$ cat src/bstk_pkg.sv
// shared types, constants and codes for the bounded stack block
`default_nettype none
package bstk_pkg;

    // stack geometry
    localparam int DEPTH  = 8;
    localparam int ADDR_W = (DEPTH > 1) ? $clog2(DEPTH) : 1;
    localparam int CNT_W  = $clog2(DEPTH + 1);
    localparam int DATA_W = 32;

    // operation codes
    localparam logic [1:0] OP_PUSH = 2'd0;
    localparam logic [1:0] OP_POP  = 2'd1;
    localparam logic [1:0] OP_PAL  = 2'd2;
    localparam logic [1:0] OP_DSP  = 2'd3;

    // status codes
    localparam logic [1:0] ST_OK    = 2'd0;
    localparam logic [1:0] ST_FULL  = 2'd1;
    localparam logic [1:0] ST_EMPTY = 2'd2;

    // result selection codes for the output register
    localparam logic [2:0] RES_OK    = 3'd0;
    localparam logic [2:0] RES_FULL  = 3'd1;
    localparam logic [2:0] RES_EMPTY = 3'd2;
    localparam logic [2:0] RES_POP   = 3'd3;
    localparam logic [2:0] RES_DSP   = 3'd4;
    localparam logic [2:0] RES_PAL   = 3'd5;

    typedef struct packed {
        logic [1:0]               op;
        logic signed [DATA_W-1:0] value;
    } req_t;

    typedef struct packed {
        logic [1:0]               status;
        logic signed [DATA_W-1:0] data;
        logic                     is_palindrome;
        logic                     last;
    } rsp_t;

    // controller to datapath commands
    typedef struct packed {
        logic       load;
        logic       push_wr;
        logic       pop_rd;
        logic       pal_init;
        logic       pal_rd;
        logic       pal_cmp;
        logic       dsp_init;
        logic       dsp_step;
        logic       emit;
        logic [2:0] res_sel;
    } dp_cmd_t;

    // datapath to controller status
    typedef struct packed {
        logic [1:0] op;
        logic       empty;
        logic       full;
        logic       pal_done;
        logic       dsp_last;
    } dp_sts_t;

endpackage
`default_nettype wire

$ cat src/bstk_dp.sv
// stack datapath: entry memory, count, walk pointers and output register
`default_nettype none
module bstk_dp
    import bstk_pkg::*;
(
    input  wire logic    clk,
    input  wire logic    rst_n,
    input  wire req_t    req,
    input  wire dp_cmd_t cmd,
    output dp_sts_t      sts,
    output rsp_t         rsp
);

    logic signed [DATA_W-1:0] mem [DEPTH];

    logic [CNT_W-1:0]         cnt_reg, cnt_next;
    logic [1:0]               op_reg;
    logic signed [DATA_W-1:0] val_reg;
    logic [ADDR_W-1:0]        lo_reg, lo_next;
    logic [ADDR_W-1:0]        hi_reg, hi_next;
    logic [ADDR_W-1:0]        idx_reg, idx_next;
    logic                     match_reg, match_next;
    logic signed [DATA_W-1:0] rd_a_reg, rd_b_reg;
    rsp_t                     rsp_reg, rsp_next;

    logic [CNT_W-1:0]         cnt_m1;
    logic [ADDR_W-1:0]        top_addr;
    logic [ADDR_W-1:0]        idx_m1;
    logic [ADDR_W-1:0]        rd_a_addr;
    logic                     rd_a_en;

    assign cnt_m1   = cnt_reg - CNT_W'(1);
    assign top_addr = cnt_m1[ADDR_W-1:0];
    assign idx_m1   = idx_reg - ADDR_W'(1);

    // status toward the controller
    always_comb
    begin
        sts.op       = op_reg;
        sts.empty    = (cnt_reg == '0);
        sts.full     = (cnt_reg == CNT_W'(DEPTH));
        sts.pal_done = (lo_reg >= hi_reg);
        sts.dsp_last = (idx_reg == '0);
    end

    // request capture
    always_ff @(posedge clk)
    begin
        if (cmd.load)
        begin
            op_reg  <= req.op;
            val_reg <= req.value;
        end
    end

    // stack depth counter
    always_comb
    begin
        cnt_next = cnt_reg;
        if (cmd.push_wr)
        begin
            cnt_next = cnt_reg + CNT_W'(1);
        end
        else if (cmd.pop_rd)
        begin
            cnt_next = cnt_m1;
        end
    end

    always_ff @(posedge clk or negedge rst_n)
    begin
        if (!rst_n)
        begin
            cnt_reg <= '0;
        end
        else
        begin
            cnt_reg <= cnt_next;
        end
    end

    // walk pointers for mirror compare and display
    always_comb
    begin
        lo_next    = lo_reg;
        hi_next    = hi_reg;
        idx_next   = idx_reg;
        match_next = match_reg;
        if (cmd.pal_init)
        begin
            lo_next    = '0;
            hi_next    = top_addr;
            match_next = 1'b1;
        end
        if (cmd.pal_cmp)
        begin
            lo_next    = lo_reg + ADDR_W'(1);
            hi_next    = hi_reg - ADDR_W'(1);
            match_next = match_reg & (rd_a_reg == rd_b_reg);
        end
        if (cmd.dsp_init)
        begin
            idx_next = top_addr;
        end
        else if (cmd.dsp_step)
        begin
            idx_next = idx_m1;
        end
    end

    always_ff @(posedge clk)
    begin
        lo_reg    <= lo_next;
        hi_reg    <= hi_next;
        idx_reg   <= idx_next;
        match_reg <= match_next;
    end

    // read port a address select
    always_comb
    begin
        rd_a_en   = cmd.pal_rd | cmd.pop_rd | cmd.dsp_init | cmd.dsp_step;
        rd_a_addr = top_addr;
        if (cmd.pal_rd)
        begin
            rd_a_addr = lo_reg;
        end
        else if (cmd.dsp_step)
        begin
            rd_a_addr = idx_m1;
        end
    end

    // entry memory, one write and two registered reads
    always_ff @(posedge clk)
    begin
        if (cmd.push_wr)
        begin
            mem[cnt_reg[ADDR_W-1:0]] <= val_reg;
        end
        if (rd_a_en)
        begin
            rd_a_reg <= mem[rd_a_addr];
        end
        if (cmd.pal_rd)
        begin
            rd_b_reg <= mem[hi_reg];
        end
    end

    // result beat formatting
    always_comb
    begin
        rsp_next               = rsp_reg;
        rsp_next.data          = '0;
        rsp_next.is_palindrome = 1'b0;
        rsp_next.last          = 1'b1;
        case (cmd.res_sel)
            RES_OK:
            begin
                rsp_next.status = ST_OK;
            end
            RES_FULL:
            begin
                rsp_next.status = ST_FULL;
            end
            RES_EMPTY:
            begin
                rsp_next.status = ST_EMPTY;
            end
            RES_POP:
            begin
                rsp_next.status = ST_OK;
                rsp_next.data   = rd_a_reg;
            end
            RES_DSP:
            begin
                rsp_next.status = ST_OK;
                rsp_next.data   = rd_a_reg;
                rsp_next.last   = (idx_reg == '0);
            end
            RES_PAL:
            begin
                rsp_next.status        = ST_OK;
                rsp_next.is_palindrome = match_reg;
            end
            default:
            begin
                rsp_next.status = ST_OK;
            end
        endcase
    end

    always_ff @(posedge clk)
    begin
        if (cmd.emit)
        begin
            rsp_reg <= rsp_next;
        end
    end

    assign rsp = rsp_reg;

endmodule
`default_nettype wire

$ cat src/bstk_ctrl.sv
// stack controller: operation sequencing and output handshake
`default_nettype none
module bstk_ctrl
    import bstk_pkg::*;
(
    input  wire logic    clk,
    input  wire logic    rst_n,
    input  wire logic    req_valid,
    output logic         req_ready,
    output logic         rsp_valid,
    input  wire logic    rsp_ready,
    input  wire dp_sts_t sts,
    output dp_cmd_t      cmd
);

    localparam logic [2:0] S_IDLE    = 3'd0;
    localparam logic [2:0] S_EXEC    = 3'd1;
    localparam logic [2:0] S_POP_OUT = 3'd2;
    localparam logic [2:0] S_PAL_RD  = 3'd3;
    localparam logic [2:0] S_PAL_CMP = 3'd4;
    localparam logic [2:0] S_PAL_OUT = 3'd5;
    localparam logic [2:0] S_DSP_OUT = 3'd6;

    logic [2:0] state_reg, state_next;
    logic       out_valid_reg, out_valid_next;
    logic       slot_free;

    // output slot is free when empty or being drained this cycle
    assign slot_free = !out_valid_reg || rsp_ready;
    assign req_ready = (state_reg == S_IDLE);
    assign rsp_valid = out_valid_reg;

    // next state and command decode
    always_comb
    begin
        state_next = state_reg;
        cmd        = '0;
        cmd.res_sel = RES_OK;
        case (state_reg)
            S_IDLE:
            begin
                if (req_valid)
                begin
                    cmd.load   = 1'b1;
                    state_next = S_EXEC;
                end
            end
            S_EXEC:
            begin
                case (sts.op)
                    OP_PUSH:
                    begin
                        if (slot_free)
                        begin
                            cmd.emit    = 1'b1;
                            cmd.res_sel = sts.full ? RES_FULL : RES_OK;
                            cmd.push_wr = !sts.full;
                            state_next  = S_IDLE;
                        end
                    end
                    default:
                    begin
                        if (sts.empty)
                        begin
                            if (slot_free)
                            begin
                                cmd.emit    = 1'b1;
                                cmd.res_sel = RES_EMPTY;
                                state_next  = S_IDLE;
                            end
                        end
                        else if (sts.op == OP_POP)
                        begin
                            cmd.pop_rd = 1'b1;
                            state_next = S_POP_OUT;
                        end
                        else if (sts.op == OP_PAL)
                        begin
                            cmd.pal_init = 1'b1;
                            state_next   = S_PAL_RD;
                        end
                        else
                        begin
                            cmd.dsp_init = 1'b1;
                            state_next   = S_DSP_OUT;
                        end
                    end
                endcase
            end
            S_POP_OUT:
            begin
                if (slot_free)
                begin
                    cmd.emit    = 1'b1;
                    cmd.res_sel = RES_POP;
                    state_next  = S_IDLE;
                end
            end
            S_PAL_RD:
            begin
                if (sts.pal_done)
                begin
                    state_next = S_PAL_OUT;
                end
                else
                begin
                    cmd.pal_rd = 1'b1;
                    state_next = S_PAL_CMP;
                end
            end
            S_PAL_CMP:
            begin
                cmd.pal_cmp = 1'b1;
                state_next  = S_PAL_RD;
            end
            S_PAL_OUT:
            begin
                if (slot_free)
                begin
                    cmd.emit    = 1'b1;
                    cmd.res_sel = RES_PAL;
                    state_next  = S_IDLE;
                end
            end
            S_DSP_OUT:
            begin
                // emit the current entry and fetch the one below in the same cycle
                if (slot_free)
                begin
                    cmd.emit    = 1'b1;
                    cmd.res_sel = RES_DSP;
                    if (sts.dsp_last)
                    begin
                        state_next = S_IDLE;
                    end
                    else
                    begin
                        cmd.dsp_step = 1'b1;
                    end
                end
            end
            default:
            begin
                state_next = S_IDLE;
            end
        endcase
    end

    // output valid flag
    always_comb
    begin
        out_valid_next = out_valid_reg;
        if (cmd.emit)
        begin
            out_valid_next = 1'b1;
        end
        else if (rsp_ready)
        begin
            out_valid_next = 1'b0;
        end
    end

    always_ff @(posedge clk or negedge rst_n)
    begin
        if (!rst_n)
        begin
            state_reg     <= S_IDLE;
            out_valid_reg <= 1'b0;
        end
        else
        begin
            state_reg     <= state_next;
            out_valid_reg <= out_valid_next;
        end
    end

endmodule
`default_nettype wire

$ cat src/bounded_stack_with_palindrome_check.sv
// Bounded LIFO stack of signed 32-bit words with mirror check and display.
// The req channel carries one operation per beat (push, pop, palindrome
// check, display); the rsp channel returns status, data, a palindrome
// flag and a last flag. Both are valid/ready channels.
// One operation is in work at a time; req_ready is high while the
// sequencer is idle, even while a finished beat waits on rsp.
// After a req is accepted, a push or any operation on an empty stack is
// answered from the execute state; a pop reads the top entry and answers
// from its output state; a palindrome check alternates read and compare
// states, one compare per read of both memory ports; a display reads the
// top entry, then sends one beat per cycle from top to bottom while rsp does
// not stall, as read port a walks the entries. No new request is taken until
// the last one is finished, so req_ready stays low through a whole display.
// When the receiver stalls, the finished beat is held in the output
// register and the sequencer waits before producing the next one; no
// beat is lost or repeated.
// Reset clears the count and the handshake state at once; the stack
// comes up empty with no clearing pass and accepts a beat right away.
`default_nettype none
module bounded_stack_with_palindrome_check
    import bstk_pkg::*;
(
    input  wire logic clk,
    input  wire logic rst_n,
    input  wire logic req_valid,
    output logic      req_ready,
    input  wire req_t req,
    output logic      rsp_valid,
    input  wire logic rsp_ready,
    output rsp_t      rsp
);

    dp_cmd_t cmd;
    dp_sts_t sts;

    // sequencer
    bstk_ctrl u_ctrl (
        .clk       (clk),
        .rst_n     (rst_n),
        .req_valid (req_valid),
        .req_ready (req_ready),
        .rsp_valid (rsp_valid),
        .rsp_ready (rsp_ready),
        .sts       (sts),
        .cmd       (cmd)
    );

    // storage and result formatting
    bstk_dp u_dp (
        .clk   (clk),
        .rst_n (rst_n),
        .req   (req),
        .cmd   (cmd),
        .sts   (sts),
        .rsp   (rsp)
    );

endmodule
`default_nettype wire

$ cat config.mk
export PLATFORM = sky130hd
export DESIGN_NAME = bounded_stack_with_palindrome_check
export DESIGN_NICKNAME = d
export VERILOG_FILES = /design/src/bstk_pkg.sv /design/src/bstk_dp.sv /design/src/bstk_ctrl.sv /design/src/bounded_stack_with_palindrome_check.sv
export SDC_FILE = /design/constraint.sdc
export NUM_CORES = 1
export LEC_CHECK = 0
export ABC_CLOCK_PERIOD_IN_PS = 6700
export BUFFER_PORTS_ARGS = -buffer_cell sky130_fd_sc_hd__clkbuf_2
export CORE_UTILIZATION = 60
export CTS_CLUSTER_DIAMETER = 100
export DETAILED_ROUTE_END_ITERATION = 16
export GPL_TIMING_DRIVEN = 1
export HOLD_SLACK_MARGIN = 0.05
export PLACE_DENSITY = 0.82
export REMOVE_ABC_BUFFERS = 1
export SYNTH_ARGS = -nofsm -noshare
export SYNTH_HDL_FRONTEND = slang
export SYNTH_HIERARCHICAL = 1
export SYNTH_SLANG_ARGS = --single-unit
$ cat constraint.sdc
create_clock -name clk -period 6.7 [get_ports clk]
set_clock_uncertainty 0.1 [all_clocks]
set_input_delay 2.01 -clock clk [delete_from_list [all_inputs] [get_ports clk]]
set_output_delay 2.01 -clock clk [all_outputs]
set_load 0.1 [all_outputs]
* Word-level counts from Yosys, hierarchy flattened
Memories as Yosys holds them, arrays and structs flattened. A register that Yosys moved wholly into a read port is not among the register bits.
Cells that the tools add are included.
** Storage, ports and cells
- Bits in read-only memories :: 0
- Word-level logic and storage cells :: 112
- Output and inout port bits :: 38
- Memory bits (writable) :: 256
- Input bits :: 38
- Memories :: 1
- Flip-flop bits (word level) :: 88
- Latch bits :: 0
** Memory list
- u_dp.mem :: words 8, width 32, read ports 2, clocked after memory_dff 2, wr ports 1, line bstk_dp.sv:14 : logic signed [DATA_W-1:0] mem [DEPTH];
** Operators by class
- Magnitude comparators :: 1
- $mul :: 0
- Bitwise operators :: 4
- Reductions and logical operators :: 14
- Div/mod/pow operators :: 0
- Equality and inequality tests :: 18
- Shift operators :: 0
- Multiplexer cells :: 56
- $add $sub $neg :: 5
** Operators by type and width (count)
- 3-bit 2-to-1 mux :: 17
- 32-bit equality test :: 1
- 4-bit 2-to-1 mux :: 8
- 1-bit 2-to-1 mux :: 25
- 3-bit one-hot mux with 6 select lines :: 1
- 4-bit one-hot mux with 4 select lines :: 1
- 3-bit equality test, second input constant :: 5
- 3-bit by 2-bit equality test with 1-bit output, second input constant :: 4
- 2-bit nonzero test :: 4
- 3-bit by 1-bit equality test with 1-bit output, second input constant :: 2
- 3-bit logical NOT :: 2
- 3-bit by 1-bit subtractor with 3-bit output, second input constant :: 2
- 5-bit 2-to-1 mux :: 1
- 4-bit by 1-bit adder with 4-bit output, second input constant :: 1
- 4-bit equality test, second input constant :: 1
- 4-bit logical NOT :: 1
- 2-bit 2-to-1 mux :: 2
- 2-bit != test, second input constant :: 2
- 2-bit one-hot mux with 2 select lines :: 1
- 2-bit OR reduction :: 2
- 4-bit by 1-bit subtractor with 4-bit output, second input constant :: 1
- 3-bit by 1-bit adder with 3-bit output, second input constant :: 1
- 3-bit greater-or-equal comparator :: 1
- 1-bit OR :: 3
- 8 further kinds :: 9

* Longest topological paths before layout
- Word-level depth :: 9
- Gate-level depth with buffers :: 14
- Depth with buffers taken out :: 11

* Cells and area by module
Netlist, hierarchy kept.
** Modules (own cells, without submodules)
- bstk_dp :: times used 1, cells each 1035, area each 17614.4 sq um, sequential area each 12111.6 sq um
- bstk_ctrl :: times used 1, cells each 62, area each 439.2 sq um, sequential area each 100.1 sq um

* Worst setup path before layout
No wires, ideal clock.
- Path kind :: input to register
- Start :: input rsp_ready
- End :: memory u_dp.mem[1][0] (enable)
- Stages on the path :: 4
- Slack :: 1.169 ns
- Data arrival time :: 4.970 ns
- Library setup time :: 0.461 ns
- Data required time :: 6.139 ns
- Path buffers :: 0
- Cell sequence :: nor2b_1 > nor3_1 > nand2_1 > nor3_1
** RTL lines
- from (decl) :: line bounded_stack_with_palindrome_check.sv:29 : input wire logic rsp_ready,
- to (decl) :: line bstk_dp.sv:14

==> flow_summary.json <==
{
  "worst_slack_ns": 1.66,
  "yosys_warnings": 6,
  "min_path_type": "flip-flop to flip-flop",
  "slew_viol_final": 0,
  "path_class": "input port to flip-flop",
  "synth_top_cell_area_share": 0.665,
  "cts.sinks": 408,
  "grt_setup_unrepaired": "false",
  "clk_pin_slew_ns": 0.06,
  "grt_pass1_vias": 10300,
  "yosysTopAreaCell": "edfxtp_1",
  "grt_overflow_total": 0,
  "insertion_delay_ns": 0.53,
  "port_buffers": 75,
  "wl_per_cell_microns": 24.8,
  "n_antenna_cell": 0,
  "fin_crit_sh": 0.752,
  "drt_first_iter_violations": 1065,
  "cts_buffer_depth": 3,
  "min_from": "u_dp/cnt_reg[3]",
  "synthXorXnorAreaFrac": 0.0193,
  "seq_area_frac_synth": 0.676,
  "fmax_ghz": 0.198,
  "synthAdderAreaFrac": 0.00832,
  "regArea_sq_um": 12200,
  "vias": 10100,
  "crit_family": "compound AO/OA/AOI/OAI gates",
  "r2r-end": "u_dp/rd_a_reg[8]",
  "timing.final.crit_period_ns": 5.04,
  "routed_wl_microns": 39600,
  "finalCoreUtilization": 0.684,
  "grtUsageTotal": 0.266,
  "place.gp.congestion": 0.829,
  "synth_top_cells_by_count": "400 x edfxtp_1, 175 x nand2_1, 104 x mux2i_1, 64 x mux4_2",
  "timing.critical_path.buf_inv": 2,
  "path_cells": "clkbuf_2 > nand2b_1 > nand2_1 > nor3_1 > mux2_2 > o21ai_4 > a211oi_4 > buf_4 > and3_1 > a221oi_2",
  "grt_max_degree": 67,
  "crit_arrival_ns": 5.29,
  "synth-simple-area-share": 0.0800,
  "hpwl_microns": 22200,
  "synth-compound-area-share": 0.0344,
  "powerDensity_nw_per_um2": 517,
  "cts.htree.levels": 2,
  "synth-main-ff-cell": "edfxtp_1",
  "drive_gt1_frac": 0.262,
  "multiInputGateArea_sq_um": 5620,
  "initial_core_util": 0.609,
  "status": "completed",
  "synth_top_family_by_area": "multiplexers",
  "r2r_start": "u_dp/hi_reg[0]",
  "nFillCells": 1949,
  "start_kind": "input port",
  "area_delta_synth_final_pct": 12.2,
  "fp.dieH_microns": 175,
  "reg2regPathDepth": 12,
  "yosys.cell_types.count": 47,
  "postCtsSetupBuffers": 0,
  "tns_ns": 0,
  "worstHoldPathCells": 1,
  "p_leak_nw": 7.24,
  "core-area_sq_um": 29600,
  "critPathCaptureType": "flip-flop",
  "die_w_microns": 175,
  "ir_worst_vdd_uv": 430,
  "rows": 63,
  "postCtsHoldBufs": 0,
  "slowest_stage": "o21ai_4",
  "remaining_drc_errors": 0,
  "synth_area_leaders": "edfxtp_1 67%, mux4_2 8.0%, mux2i_1 5.8%, nand2_1 3.6%, a221oi_2 2.7%",
  "tightest_slew_ns": 1.13,
  "avgSynthCellArea_sq_um": 16.5,
  "relSlewSlack": 0.244,
  "largest_register_ffs": 256,
  "grt_first_pass_wirelength_microns": 60200,
  "antenna_found_initial": 0,
  "synth_mux_area_frac": 0.161,
  "cp.required_ns": 6.95,
  "ys_async_sr_fraction": 0.0196,
  "drt_pre_antenna_iters": 5,
  "yosysMostFrequentCell": "edfxtp_1",
  "ios": 76,
  "via_per_inst": 6.30,
  "cp.depth": 10,
  "ctsResizeCount": 0,
  "hold_violations": 0,
  "cts_tree": "built",
  "layout.nets": 1229,
  "synth-seq-cells": 408,
  "max_stage_delay_ns": 0.83,
  "setup-violations-final": 0,
  "cts-buffers-inserted": 41,
  "dp_slack_ns": 1.20,
  "synth_edf_count": 400,
  "cts-root-buf": "clkbuf_16",
  "r2r_setup_slack_ns": 2.34,
  "min_to": "u_dp/cnt_reg[3]",
  "holdWs_ns": 0.418,
  "crit_fanout": 19,
  "postRouteAntennaNets": 0,
  "synth_area_sq_um": 18100,
  "synthesis.instances": 1097,
  "dieArea_sq_um": 30800,
  "drv_cap": 0
}
[worst register-to-register path, delay by kind of cell, from the launching register on]
kind	cells	cell delay (ns)
AO/OA/AOI/OAI	5	1.59
adder cells (fa/ha/maj)	1	0.31
buffers and inverters	3	1.25
flip-flops	1	0.33
AND/OR/NAND/NOR	3	0.50
[logic make-up after synthesis]
family | count (synthesis)
AND/OR/NAND/NOR | 307
flip-flops | 408
adder cells (fa/ha/maj) | 12
multiplexers | 205
AO/OA/AOI/OAI | 53
XOR/XNOR | 39
buffers and inverters | 73
[how the worst max path moves through the flow]
| stage | to | slack, ns | start |
|---|---|---|---|
| floorplan | u_dp/rd_a_reg[0] | -2.30 | u_dp/hi_reg[0] |
| global placement | u_dp/rd_a_reg[30] | 1.25 | rsp_ready |
| detailed placement | u_dp/rd_a_reg[30] | 1.20 | rsp_ready |
| CTS | u_dp/rd_a_reg[2] | 1.73 | rsp_ready |
| global route | u_dp/rd_a_reg[2] | 1.56 | rsp_ready |
| finish | u_dp/rd_a_reg[2] | 1.66 | rsp_ready |
[stage by stage]
| stage | cells | cell area (sq um) | total power [mW] |
|---|---|---|---|
| 3_3_place_gp | 1526 | 18900 | 8.10 |
| 5_1_grt | 1598 | 20300 | 10.9 |
| 4_1_cts | 1598 | 20300 | 10.5 |
| 6_report | 1598 | 20300 | 10.5 |
| 2_1_floorplan | 1037 | 17700 | 7.16 |
| 3_5_place_dp | 1526 | 18900 | 8.19 |
[metal layers]
| metal | routed length [microns] | global-route usage | vias up |
|---|---|---|---|
| met5 | 0 | 0 | - |
| met3 | 3200 | 0.0405 | 87 |
| li1 | - | - | 4389 |
| met4 | 1100 | 0.0967 | 0 |
| met1 | 15100 | 0.351 | 5089 |
| met2 | 20200 | 0.451 | 499 |
[area by class of cell]
cell class / instances / share of cell area
Tap cell: 390 / 0.0241
Inverter: 13 / 0.00241
Timing Repair Buffer: 99 / 0.0287
Sequential cell: 408 / 0.603
Multi-Input combinational cell: 616 / 0.277
Clock buffer: 48 / 0.0540
Clock inverter: 24 / 0.0111
[report_power, final]
part           switching (mW)  leakage, nW  internal [mW]
clock                   0.929        0.656           1.32
sequential              0.279         3.74           3.46
combinational            2.86         2.85           1.62
total                    4.07         7.24           6.40
[placed cells by master, fill, tap and decap left out, types with 3 or more instances in the layout]
cell type,count
edfxtp_1,400
nand2_1,175
mux2i_1,103
clkbuf_2,75
mux4_2,64
clkbuf_16,43
and2_1,35
mux2_2,35
and3_1,33
a221oi_2,32
xnor2_1,31
buf_4,22
clkinv_2,12
inv_1,12
ha_1,12
nor2_1,11
nor2_4,9
dfrtp_1,8
nor2b_1,7
a21oi_1,7
xor2_1,7
nand4_1,7
clkinv_1,6
clkbuf_1,5
bufinv_16,4
nand2b_1,4
nor3_1,4
nor3b_1,4
nor4_1,4
nand3_1,3
a21o_1,3
or2_2,3
(Power assumes the default switching activity.)
